`src/rtl/fwseq_pkg.sv`:
```
// shared types and constants of the flush window sequencer
`timescale 1ns / 1ps

package fwseq_pkg;

  // field widths of the request and the command
  localparam int unsigned COORD_W = 9;
  localparam int unsigned DIM_W   = 10;
  localparam int unsigned OFF_W   = 18;
  localparam int unsigned CNT_W   = 14;
  localparam int unsigned REM_W   = 19;  // pixels of one window, up to 512 x 512
  localparam int unsigned CFG_W   = 10;
  localparam int unsigned IDX_W   = 2;

  // command cap per request
  localparam int unsigned MAX_RESULTS = 43;
  localparam int unsigned EMIT_W      = 6;

  // configuration register indexes
  localparam logic [IDX_W-1:0] REG_CENTER_OUT = 2'd0;
  localparam logic [IDX_W-1:0] REG_MIN_WIDTH  = 2'd1;
  localparam logic [IDX_W-1:0] REG_MIN_HEIGHT = 2'd2;

  // reset values of the thresholds
  localparam logic [DIM_W-1:0] MIN_WIDTH_RST  = 10'd300;
  localparam logic [DIM_W-1:0] MIN_HEIGHT_RST = 10'd180;

  // controller to datapath
  typedef struct packed {
    logic load;  // latch a request
    logic plan;  // pick the next window
    logic mul;   // form window base offset and pixel total
    logic emit;  // load one command into the output register
  } fwseq_cmd_t;

  // datapath to controller
  typedef struct packed {
    logic out_free;  // output register can take a command
    logic win_done;  // current chunk closes its window
    logic last_cmd;  // current chunk is the final command
  } fwseq_sts_t;

endpackage

```
`src/rtl/fwseq_ctrl.sv`:
```
// controller state machine of the flush window sequencer
`timescale 1ns / 1ps

module fwseq_ctrl
  import fwseq_pkg::*;
(
  input  logic       clk,
  input  logic       rst_n,
  input  logic       in_valid,
  output logic       in_ready,
  input  fwseq_sts_t sts,
  output fwseq_cmd_t cmd
);

  typedef enum logic [3:0] {
    S_IDLE = 4'b0001,
    S_PLAN = 4'b0010,
    S_MUL  = 4'b0100,
    S_EMIT = 4'b1000
  } state_t;

  state_t state_r, state_nxt;

  always_ff @(posedge clk) begin
    if (!rst_n) begin
      state_r <= S_IDLE;
    end else begin
      state_r <= state_nxt;
    end
  end

  assign in_ready = (state_r == S_IDLE);

  always_comb begin
    state_nxt = state_r;
    cmd       = '0;
    unique case (state_r)
      S_IDLE: begin
        if (in_valid) begin
          cmd.load  = 1'b1;
          state_nxt = S_PLAN;
        end
      end
      S_PLAN: begin
        cmd.plan  = 1'b1;
        state_nxt = S_MUL;
      end
      S_MUL: begin
        cmd.mul   = 1'b1;
        state_nxt = S_EMIT;
      end
      S_EMIT: begin
        if (sts.out_free) begin
          cmd.emit = 1'b1;
          priority if (sts.last_cmd) begin
            state_nxt = S_IDLE;
          end else if (sts.win_done) begin
            state_nxt = S_PLAN;
          end else begin
            state_nxt = S_EMIT;
          end
        end
      end
      default: begin
        state_nxt = S_IDLE;
      end
    endcase
  end

`ifndef SYNTHESIS
  a_emit_needs_room: assert property (@(posedge clk) disable iff (!rst_n)
    cmd.emit |-> sts.out_free)
    else $error("command emitted into a full output register");

  a_last_ends_request: assert property (@(posedge clk) disable iff (!rst_n)
    (cmd.emit && sts.last_cmd) |=> (state_r == S_IDLE))
    else $error("request not closed after its last command");

  a_load_only_idle: assert property (@(posedge clk) disable iff (!rst_n)
    cmd.load |=> (state_r == S_PLAN))
    else $error("request load did not start planning");
`endif

endmodule

```
`src/rtl/fwseq_dp.sv`:
```
// datapath of the flush window sequencer: configuration, band planning, chunking, output register
`timescale 1ns / 1ps

module fwseq_dp
  import fwseq_pkg::*;
#(
  parameter int unsigned BAND_ROWS    = 12,
  parameter int unsigned CHUNK_PIXELS = 8192
) (
  input  logic                clk,
  input  logic                rst_n,
  input  logic                cfg_we,
  input  logic [IDX_W-1:0]    cfg_index,
  input  logic [CFG_W-1:0]    cfg_wdata,
  input  logic [COORD_W-1:0]  x_start,
  input  logic [COORD_W-1:0]  y_start,
  input  logic [COORD_W-1:0]  x_end,
  input  logic [COORD_W-1:0]  y_end,
  input  fwseq_cmd_t          cmd,
  output fwseq_sts_t          sts,
  input  logic                out_ready,
  output logic                out_valid,
  output logic                out_new_window,
  output logic [COORD_W-1:0]  out_window_x,
  output logic [COORD_W-1:0]  out_window_y,
  output logic [DIM_W-1:0]    out_window_w,
  output logic [DIM_W-1:0]    out_window_h,
  output logic [OFF_W-1:0]    out_pixel_offset,
  output logic [CNT_W-1:0]    out_pixel_count,
  output logic                out_last
);

  localparam logic [DIM_W-1:0] BAND      = DIM_W'(BAND_ROWS);
  localparam logic [DIM_W-1:0] BAND_HALF = DIM_W'(BAND_ROWS / 2);
  localparam logic [REM_W-1:0] CHUNK     = REM_W'(CHUNK_PIXELS);

  // configuration
  logic             center_en_r;
  logic [DIM_W-1:0] min_w_r;
  logic [DIM_W-1:0] min_h_r;

  always_ff @(posedge clk) begin
    if (!rst_n) begin
      center_en_r <= 1'b0;
      min_w_r     <= MIN_WIDTH_RST;
      min_h_r     <= MIN_HEIGHT_RST;
    end else if (cfg_we) begin
      unique case (cfg_index)
        REG_CENTER_OUT: center_en_r <= cfg_wdata[0];
        REG_MIN_WIDTH:  min_w_r     <= cfg_wdata;
        REG_MIN_HEIGHT: min_h_r     <= cfg_wdata;
        default:        ;
      endcase
    end
  end

  // request and band state
  logic [COORD_W-1:0] xs_r, ys_r;
  logic [DIM_W-1:0]   w_r, h_r;
  logic [DIM_W-1:0]   up_r, down_r, row_r, rows_r;
  logic               phase_up_r, first_r, more_r;
  logic [OFF_W-1:0]   off_r;
  logic [REM_W-1:0]   rem_r;
  logic               new_win_r;
  logic [EMIT_W-1:0]  emit_cnt_r;

  // request dimensions, end below start counts as one
  logic [DIM_W-1:0] w_in, h_in;
  assign w_in = (x_end < x_start) ? DIM_W'(1)
              : DIM_W'({1'b0, x_end} - {1'b0, x_start} + DIM_W'(1));
  assign h_in = (y_end < y_start) ? DIM_W'(1)
              : DIM_W'({1'b0, y_end} - {1'b0, y_start} + DIM_W'(1));

  // next window choice
  logic             center_mode;
  logic [DIM_W-1:0] center, fy, fh_raw, bh_raw;
  logic [DIM_W-1:0] row_nxt, rows_nxt, up_nxt, down_nxt;
  logic             phase_nxt, take_up;

  assign center_mode = center_en_r && (w_r >= min_w_r) && (h_r >= min_h_r);
  assign center      = h_r >> 1;
  assign fy          = (center > BAND_HALF) ? (center - BAND_HALF) : '0;
  assign fh_raw      = h_r - fy;
  assign bh_raw      = h_r - down_r;
  assign take_up     = (phase_up_r && (up_r != '0)) || (down_r >= h_r);

  always_comb begin
    row_nxt   = '0;
    rows_nxt  = h_r;
    up_nxt    = '0;
    down_nxt  = h_r;
    phase_nxt = 1'b1;
    if (first_r) begin
      if (center_mode) begin
        // first band around the middle row
        row_nxt  = fy;
        rows_nxt = (fh_raw > BAND) ? BAND : fh_raw;
        up_nxt   = fy;
        down_nxt = fy + rows_nxt;
      end
    end else if (take_up) begin
      row_nxt   = (up_r > BAND) ? (up_r - BAND) : '0;
      rows_nxt  = up_r - row_nxt;
      up_nxt    = row_nxt;
      down_nxt  = down_r;
      phase_nxt = 1'b0;
    end else begin
      row_nxt   = down_r;
      rows_nxt  = (bh_raw > BAND) ? BAND : bh_raw;
      up_nxt    = up_r;
      down_nxt  = down_r + rows_nxt;
      phase_nxt = 1'b1;
    end
  end

  // chunking of the current window
  logic [REM_W-1:0] chunk;
  assign chunk        = (rem_r > CHUNK) ? CHUNK : rem_r;
  assign sts.win_done = (rem_r <= CHUNK);
  assign sts.last_cmd = (sts.win_done && !more_r)
                      || (emit_cnt_r == EMIT_W'(MAX_RESULTS - 1));
  assign sts.out_free = !out_valid || out_ready;

  logic [2*DIM_W-1:0] base_prod, total_prod;
  assign base_prod  = row_r * w_r;
  assign total_prod = rows_r * w_r;

  always_ff @(posedge clk) begin
    if (cmd.load) begin
      xs_r       <= x_start;
      ys_r       <= y_start;
      w_r        <= w_in;
      h_r        <= h_in;
      first_r    <= 1'b1;
      emit_cnt_r <= '0;
    end
    if (cmd.plan) begin
      first_r    <= 1'b0;
      row_r      <= row_nxt;
      rows_r     <= rows_nxt;
      up_r       <= up_nxt;
      down_r     <= down_nxt;
      phase_up_r <= phase_nxt;
      more_r     <= (first_r && !center_mode) ? 1'b0
                  : ((up_nxt != '0) || (down_nxt < h_r));
    end
    if (cmd.mul) begin
      off_r     <= base_prod[OFF_W-1:0];
      rem_r     <= total_prod[REM_W-1:0];
      new_win_r <= 1'b1;
    end
    if (cmd.emit) begin
      off_r      <= off_r + chunk[OFF_W-1:0];
      rem_r      <= rem_r - chunk;
      new_win_r  <= 1'b0;
      emit_cnt_r <= emit_cnt_r + EMIT_W'(1);
    end
  end

  // output register
  always_ff @(posedge clk) begin
    if (!rst_n) begin
      out_valid <= 1'b0;
    end else if (cmd.emit) begin
      out_valid <= 1'b1;
    end else if (out_ready) begin
      out_valid <= 1'b0;
    end
  end

  always_ff @(posedge clk) begin
    if (cmd.emit) begin
      out_new_window   <= new_win_r;
      out_window_x     <= xs_r;
      out_window_y     <= ys_r + row_r[COORD_W-1:0];
      out_window_w     <= w_r;
      out_window_h     <= rows_r;
      out_pixel_offset <= off_r;
      out_pixel_count  <= chunk[CNT_W-1:0];
      out_last         <= sts.last_cmd;
    end
  end

`ifndef SYNTHESIS
  a_cap_forces_last: assert property (@(posedge clk) disable iff (!rst_n)
    (cmd.emit && (emit_cnt_r == EMIT_W'(MAX_RESULTS - 1))) |=> out_last)
    else $error("command at the cap not flagged last");

  a_window_not_empty: assert property (@(posedge clk) disable iff (!rst_n)
    cmd.mul |=> (rem_r != '0))
    else $error("window planned with no pixels");

  a_emit_sets_valid: assert property (@(posedge clk) disable iff (!rst_n)
    cmd.emit |=> out_valid)
    else $error("emitted command not presented");
`endif

endmodule

```
`src/rtl/display_flush_window_sequencer.sv`:
```
// top level of the flush window sequencer
//
//  channel | dir | handshake          | payload
//  --------+-----+--------------------+---------------------------------------------
//  in_     | in  | in_tvalid/tready   | in_tdata: x_start, y_start, x_end, y_end
//  out_    | out | out_tvalid/tready  | out_tdata: window command, out_tlast: last
//  cfg_    | in  | cfg_we             | cfg_index, cfg_wdata
//
// a request is taken in one transfer, then per window one plan step, one multiply
// step and one emit step per chunk; defaults: 32 chunks for a full single window,
// up to 43 center-out bands
// the next request is taken as soon as the last command sits in the output register
// rst_n is synchronous; it clears the controller, the output valid and the
// configuration (center-out off, thresholds 300 and 180)
// a stalled output holds the command and the controller waits in its emit state
`timescale 1ns / 1ps

module display_flush_window_sequencer
  import fwseq_pkg::*;
#(
  parameter int unsigned BAND_ROWS    = 12,
  parameter int unsigned CHUNK_PIXELS = 8192
) (
  input  logic             clk,
  input  logic             rst_n,
  // configuration writes
  input  logic             cfg_we,
  input  logic [IDX_W-1:0] cfg_index,
  input  logic [CFG_W-1:0] cfg_wdata,
  // flush requests
  input  logic             in_tvalid,
  output logic             in_tready,
  input  logic [39:0]      in_tdata,   // x_start, y_start, x_end, y_end, zero pad
  // write commands
  output logic             out_tvalid,
  input  logic             out_tready,
  output logic [71:0]      out_tdata,  // new_window, window_x, window_y, window_w,
                                       // window_h, pixel_offset, pixel_count, zero pad
  output logic             out_tlast
);

  fwseq_cmd_t cmd;
  fwseq_sts_t sts;

  logic               new_window;
  logic [COORD_W-1:0] window_x, window_y;
  logic [DIM_W-1:0]   window_w, window_h;
  logic [OFF_W-1:0]   pixel_offset;
  logic [CNT_W-1:0]   pixel_count;

  // sequencing of load, planning, multiply and emit
  fwseq_ctrl u_ctrl (
    .clk      (clk),
    .rst_n    (rst_n),
    .in_valid (in_tvalid),
    .in_ready (in_tready),
    .sts      (sts),
    .cmd      (cmd)
  );

  // band arithmetic, chunk split, config registers and output register
  fwseq_dp #(
    .BAND_ROWS    (BAND_ROWS),
    .CHUNK_PIXELS (CHUNK_PIXELS)
  ) u_dp (
    .clk              (clk),
    .rst_n            (rst_n),
    .cfg_we           (cfg_we),
    .cfg_index        (cfg_index),
    .cfg_wdata        (cfg_wdata),
    .x_start          (in_tdata[8:0]),
    .y_start          (in_tdata[17:9]),
    .x_end            (in_tdata[26:18]),
    .y_end            (in_tdata[35:27]),
    .cmd              (cmd),
    .sts              (sts),
    .out_ready        (out_tready),
    .out_valid        (out_tvalid),
    .out_new_window   (new_window),
    .out_window_x     (window_x),
    .out_window_y     (window_y),
    .out_window_w     (window_w),
    .out_window_h     (window_h),
    .out_pixel_offset (pixel_offset),
    .out_pixel_count  (pixel_count),
    .out_last         (out_tlast)
  );

  // pack the command, first field in the lowest bit
  assign out_tdata = {1'b0, pixel_count, pixel_offset, window_h, window_w,
                      window_y, window_x, new_window};

endmodule

```
`config.mk`:
```
export PLATFORM = sky130hd
export DESIGN_NAME = display_flush_window_sequencer
export DESIGN_NICKNAME = d
export VERILOG_FILES = /design/src/rtl/fwseq_pkg.sv /design/src/rtl/fwseq_ctrl.sv /design/src/rtl/fwseq_dp.sv /design/src/rtl/display_flush_window_sequencer.sv
export SDC_FILE = /design/constraint.sdc
export NUM_CORES = 1
export LEC_CHECK = 0
export BUFFER_PORTS_ARGS = -buffer_cell sky130_fd_sc_hd__buf_2
export CAP_MARGIN = 20
export CORE_ASPECT_RATIO = 1.4
export CORE_MARGIN = 8
export CORE_UTILIZATION = 43
export CTS_CLUSTER_SIZE = 24
export DETAILED_ROUTE_END_ITERATION = 10
export PLACE_DENSITY_LB_ADDON = 0.15
export SLEW_MARGIN = 15
export SYNTH_ARGS = -nofsm -noshare
export SYNTH_HDL_FRONTEND = slang
export SYNTH_SLANG_ARGS = --single-unit
```
`constraint.sdc`:
```
create_clock -name clk -period 7.3 [get_ports clk]
set_input_delay 1.46 -clock clk [delete_from_list [all_inputs] [get_ports clk]]
set_output_delay 1.46 -clock clk [all_outputs]
set_load 0.05 [all_outputs]
```
# After elaboration in Yosys (flattened, before gate mapping)
# Index checks and enable logic that the tools add are counted.
# word_totals
register_bits	223
out_inout_bits	75
in_bits	57
# op_classes
eq_ne	9
mul	2
muxes	36
reduce_logical	22
n_lt_le_gt_ge	12
addsub	15
# ops
op	n
$mux 10	15
$mux 19	3
$mux 18	2
$ge 10x10->1	3
$gt 10x4->1 const B	3
$sub 10x10->10	3
$add 10x1->10 const B	2
$add 10x10->10	2
$reduce_bool 10->1	2
$sub 9x9->10	2
$gt 19x14->1 const B	1
$le 19x14->1 const B	1
$mul 10x10->19	1
$sub 19x19->19	1
$add 18x18->18	1
$lt 9x9->1	2
$mul 10x10->18	1
$mux 4	4
$pmux 4 s4	1
$mux 6	2
$lt 10x10->1	1
$sub 10x4->10 const B	1
$sub 9x3->10 const B	1
$add 9x9->9	1
17 further kinds	40

# Logic depth before layout (Yosys ltp)
# depth
word_depth	10
mapped_depth	36
depth_no_buf	34

# Hierarchy
# From an unflattened synthesis, not the netlist that was laid out.
# hier_totals
hier_cells	2136
area_unflattened_um2	20408.3
# modules_own_cells
mod	instances	area_each_um2	cells_each
fwseq_dp	1	20076.8	2099
fwseq_ctrl	1	312.8	34
display_flush_window_sequencer	1	18.8	3

# Worst setup path after synthesis
# OpenSTA, ideal clock, no wires.
# synth_timing
kind	register -> register
from	register u_dp.h_r[5]
to	register u_dp.more_r (data pin)
period_less_slack_ps	6574
slack_ps	726
stages_incl_launch_ff	33
setup_ps	276
arrival_ps	6298
cell_sequence	edfxtp_1 > buf_2 > or4_1 > nor2_1 > nand2_1 > nand2_1 > inv_1 > ha_1 > inv_1 > fa_1 > nand2b_1 > o2111ai_1 > nand2_1 > a221oi_1 > a211oi_1 > a211oi_1 > nand3_1 > nor2_1 > ha_1 > nor4b_1 > a31o_2 > o22a_1 > a2111oi_0 > a31o_2 > a21oi_1 > ha_1 > nand4_1 > nor2_1 > a21oi_1 > o211ai_1 > a41oi_1 > nor4_1 > a31oi_1
# synth_between
elab_chain_cells	10
word_cells_on_any_way	26
cone_classes	5 x add/sub; 6 x order compare; 9 x mux; 6 x reduce/logical
# synth_rtl
item	line_no	rtl
start: declaration	fwseq_dp.sv:59	logic [DIM_W-1:0] w_r, h_r;
start signal: assignment	fwseq_dp.sv:133	h_r <= h_in;
$sub 9x3->10 / $gt 9x3->1 (equally long branches)	fwseq_dp.sv:82	assign fy = (center > BAND_HALF) ? (center - BAND_HALF) : '0;
$mux 10	fwseq_dp.sv:82	
$sub 10x10->10	fwseq_dp.sv:83	assign fh_raw = h_r - fy;
$gt 10x4->1	fwseq_dp.sv:97	rows_nxt = (fh_raw > BAND) ? BAND : fh_raw;
$mux 10	fwseq_dp.sv:97	
$add 10x10->10	fwseq_dp.sv:99	down_nxt = fy + rows_nxt;
$mux 10	fwseq_dp.sv:94	if (center_mode) begin
$mux 10 (*)	fwseq_dp.sv:93	if (first_r) begin
net u_dp.down_nxt[7]	fwseq_dp.sv:77	logic [DIM_W-1:0] row_nxt, rows_nxt, up_nxt, down_nxt;
$lt 10x10->1 (*)	fwseq_dp.sv:145	: ((up_nxt != '0) || (down_nxt < h_r));
$logic_or 1x1->1 (*)	fwseq_dp.sv:145	
end signal: assignment	fwseq_dp.sv:144	more_r <= (first_r && !center_mode) ? 1'b0
end: declaration	fwseq_dp.sv:61	logic phase_up_r, first_r, more_r;
# The timed path passes the listed nets; every way through them passes the cells marked *.
# A chain may end at the register's enable or synchronous reset.

# Worst setup path after layout
# layout_timing
from	register u_dp.h_r[9]
to	register u_dp.more_r (data pin)
# The elaborated chain is that of the path after synthesis.

==> results.py <==
metrics = {
    "outcome": {
        "status": "finished clean",
    },
    "route": {
        "wire_per_inst_um": 18.26,
        "drc": 0,
        "first_pass_iters": 8,
        "first_iter_violations": 709,
        "ant_nets": 0,
        "met3WireLength_um": 1857,
        "totalWireLength_um": 52740,
        "wl_met2_um": 27800,
        "highest_layer": "met4",
        "drt-met1-wl_um": 20660,
        "vias_per_cell": 5.345,
        "via_count": 15440,
    },
    "cts": {
        "holdBufCountCts": 0,
        "cts_buffers": 24,
        "clockRootBuffer": "clkbuf_16",
        "clk_pin_slew_ns": 0.06,
        "cts_resized": 0,
        "insertion_delay_ns": 0.55,
        "cts_htree_levels": 1,
        "cts_tree": "built",
        "clock-sinks": 223,
        "clock_path_buffers": 3,
        "post_cts_buffers": 0,
    },
    "cells_and_area": {
        "finish.utilization_pct": 48.22,
        "syn_to_final_growth_pct": 11.45,
        "drive_gt1_share_pct": 10.34,
        "final_nets": 2670,
    },
    "synthesis": {
        "synth.cell_area_um2": 20250,
        "ys_seq_area_share_pct": 31.68,
        "async_flop_share_pct": 0,
        "synthTopCellsByCount": "inv_1 (266), nand2_1 (250), ha_1 (231), edfxtp_1 (195), fa_1 (136)",
        "synth-main-ff-cell": "edfxtp_1",
        "synth_top_area_share_pct": 28.91,
        "ys_types": 82,
        "yosys_warnings": 0,
        "syn_inst": 2120,
        "synth_area_leader_cell": "edfxtp_1",
        "ys_ff_latch": 223,
        "synth_edf_count": 195,
        "yosys.cell_count.top_type": "inv_1",
        "ys_top_cells_by_area": "edfxtp_1 (29%), ha_1 (14%), fa_1 (13%), inv_1 (4.9%), nand2_1 (4.6%)",
        "avgSynthCellArea_um2": 9.553,
    },
    "grt": {
        "grt_pass1_vias": 16060,
        "antenna_found_initial": 1,
        "grt_first_pass_wirelength_um": 84090,
        "grt.overflow.total": 0,
        "grt_use_total_pct": 19.42,
        "grt_max_degree": 67,
    },
    "floorplan": {
        "start_util_pct": 43.26,
        "ios": 132,
        "fp.dieH_um": 272.8,
        "design.core.area_um2": 46810,
        "die_area_um2": 54400,
        "die_w_um": 199.4,
        "core.rowCount": 94,
    },
    "place": {
        "gp_congestion": 0.9377,
        "dp_hpwl_um": 41330,
        "port_buffers": 126,
    },
    "power": {
        "leakage_nw": 10.15,
        "peakVddDrop_mv": 0.2794,
        "power_per_cell_area_nw_per_um2": 358.9,
    },
    "setup_path": {
        "startpoint_type": "flip-flop",
        "critical_path_arrival_ns": 7.16,
        "crit_type": "flip-flop to flip-flop",
        "end_kind": "flip-flop",
        "ff2ff_setup_slack_ns": 0.53,
        "worst_r2r_path_depth": 29,
        "cp_common_cell": "a21oi_1",
        "crit_fanout": 6,
        "rr_endpoint": "u_dp.more_r$_SDFFCE_PP0P_",
        "crit_required_ns": 7.69,
        "cp-startpoint": "u_dp.h_r[9]$_SDFFCE_PN0P_",
        "cpMaxStageDelayCell": "edfxtp_1",
        "r2r-start": "u_dp.h_r[9]$_SDFFCE_PN0P_",
        "cpPeakStageDelay_ns": 0.54,
    },
    "timing": {
        "tns_ns": 0,
        "tightest_slew_ns": 1.059,
        "relSlewSlack_pct": 28.42,
        "slew_violations": 0,
        "fmax_mhz": 147.8,
        "hold_viol": 0,
        "clock_skew_ns": 0.01695,
        "finalCritPeriodShare_pct": 92.70,
        "period_needed_ns": 6.767,
        "setup_viol": 0,
        "rsz0062_at_grt": "false",
        "hold_ws_ns": 0.4194,
    },
    "job": {
        "maxCapViolations": 0,
    },
    "hold_path": {
        "min_path_type": "flip-flop to flip-flop",
        "hold_start": "u_dp.xs_r[3]$_DFFE_PP_",
        "holdPathStages": 0,
        "holdPathEnd": "u_dp.out_window_x[3]$_DFFE_PP_",
    },
}
registers in the layout (all words and copies together), names as in the netlist, 14 cells and up:
signal	flops
u_dp.rem_r	19
u_dp.off_r	18
u_dp.out_pixel_offset	18
u_dp.out_pixel_count	14
report_power, final:
part | leakage [nW] | switching [mW] | total, mW | internal (mW)
Combinational | 7.75 | 2.75 | 4.96 | 2.21
Sequential | 2.00 | 0.131 | 1.85 | 1.72
Clock | 0.403 | 0.523 | 1.29 | 0.764
per-stage QoR:
step,instances,instance area [um^2],total power [mW],setup slack [ns]
after floorplan,2134,20300,5.777,0.7259
after global placement,2844,21720,6.748,0.4811
after detailed placement,2844,21720,6.843,0.4336
after CTS,2888,22540,8.195,0.4396
after global routing,2889,22570,8.936,0.00008704
final,2889,22570,8.100,0.5326
cells by family after synthesis:
logic type,after synthesis,synth area share [%]
AOI/OAI and AO/OA,412,13.12
xor gates and xnor gates,113,4.887
adders and majority gates,367,27.72
buffers and inverters,348,6.549
DFF,223,31.68
muxes,10,0.4943
other,2,0.03708
and+or+nand+nor,645,15.51
critical path, delay by kind of cell (launching register included):
kind | cells | cell delay [ns]
compound gates | 15 | 3.25
fa+ha+maj | 3 | 0.84
buf+inv | 1 | 0.24
flops | 1 | 0.54
simple gates | 10 | 1.72
layer usage:
| metal | up-vias | GRT usage [%] |
|---|---|---|
| li1 | 7503 | - |
| met1 | 7498 | 21.76 |
| met2 | 327 | 36.51 |
| met3 | 115 | 1.588 |
| met4 | 0 | 9.040 |
| met5 | - | 0 |
area by class of cell:
cell class,count,area (um^2)
inverters,267,1005
flip-flops and latches,223,6416
multi-input cells,1563,12610
clock buffers,34,689.4
repair buffers,167,938.4
fillers,4511,24240
well taps,624,780.7
diodes,1,2.502
clock inverters,10,130.1
worst max path at each step:
stage                                endpoint  slack [ns]  cells past startpoint
detailed placement  u_dp.more_r$_SDFFCE_PP0P_        0.43                     32
finish              u_dp.more_r$_SDFFCE_PP0P_        0.53                     29
CTS                 u_dp.more_r$_SDFFCE_PP0P_        0.44                     32
floorplan           u_dp.more_r$_SDFFCE_PP0P_        0.73                     32
global route        u_dp.more_r$_SDFFCE_PP0P_     0.00009                     33
global placement    u_dp.more_r$_SDFFCE_PP0P_        0.48                     32
layout by cell type (no fill, tap or decap), types with 31 or more instances in the layout:
cell type	netlist	layout
nand2_1	250	250
o21ai_0	78	78
fa_1	136	136
inv_1	266	264
edfxtp_1	195	195
buf_2	4	126
and2_1	90	90
buf_4	2	41
xor2_1	42	42
a21oi_1	126	126
xnor2_1	71	71
nor2_1	114	113
ha_1	231	231
a21o_1	31	31
No activity file was read; power rests on OpenSTA's default activity.
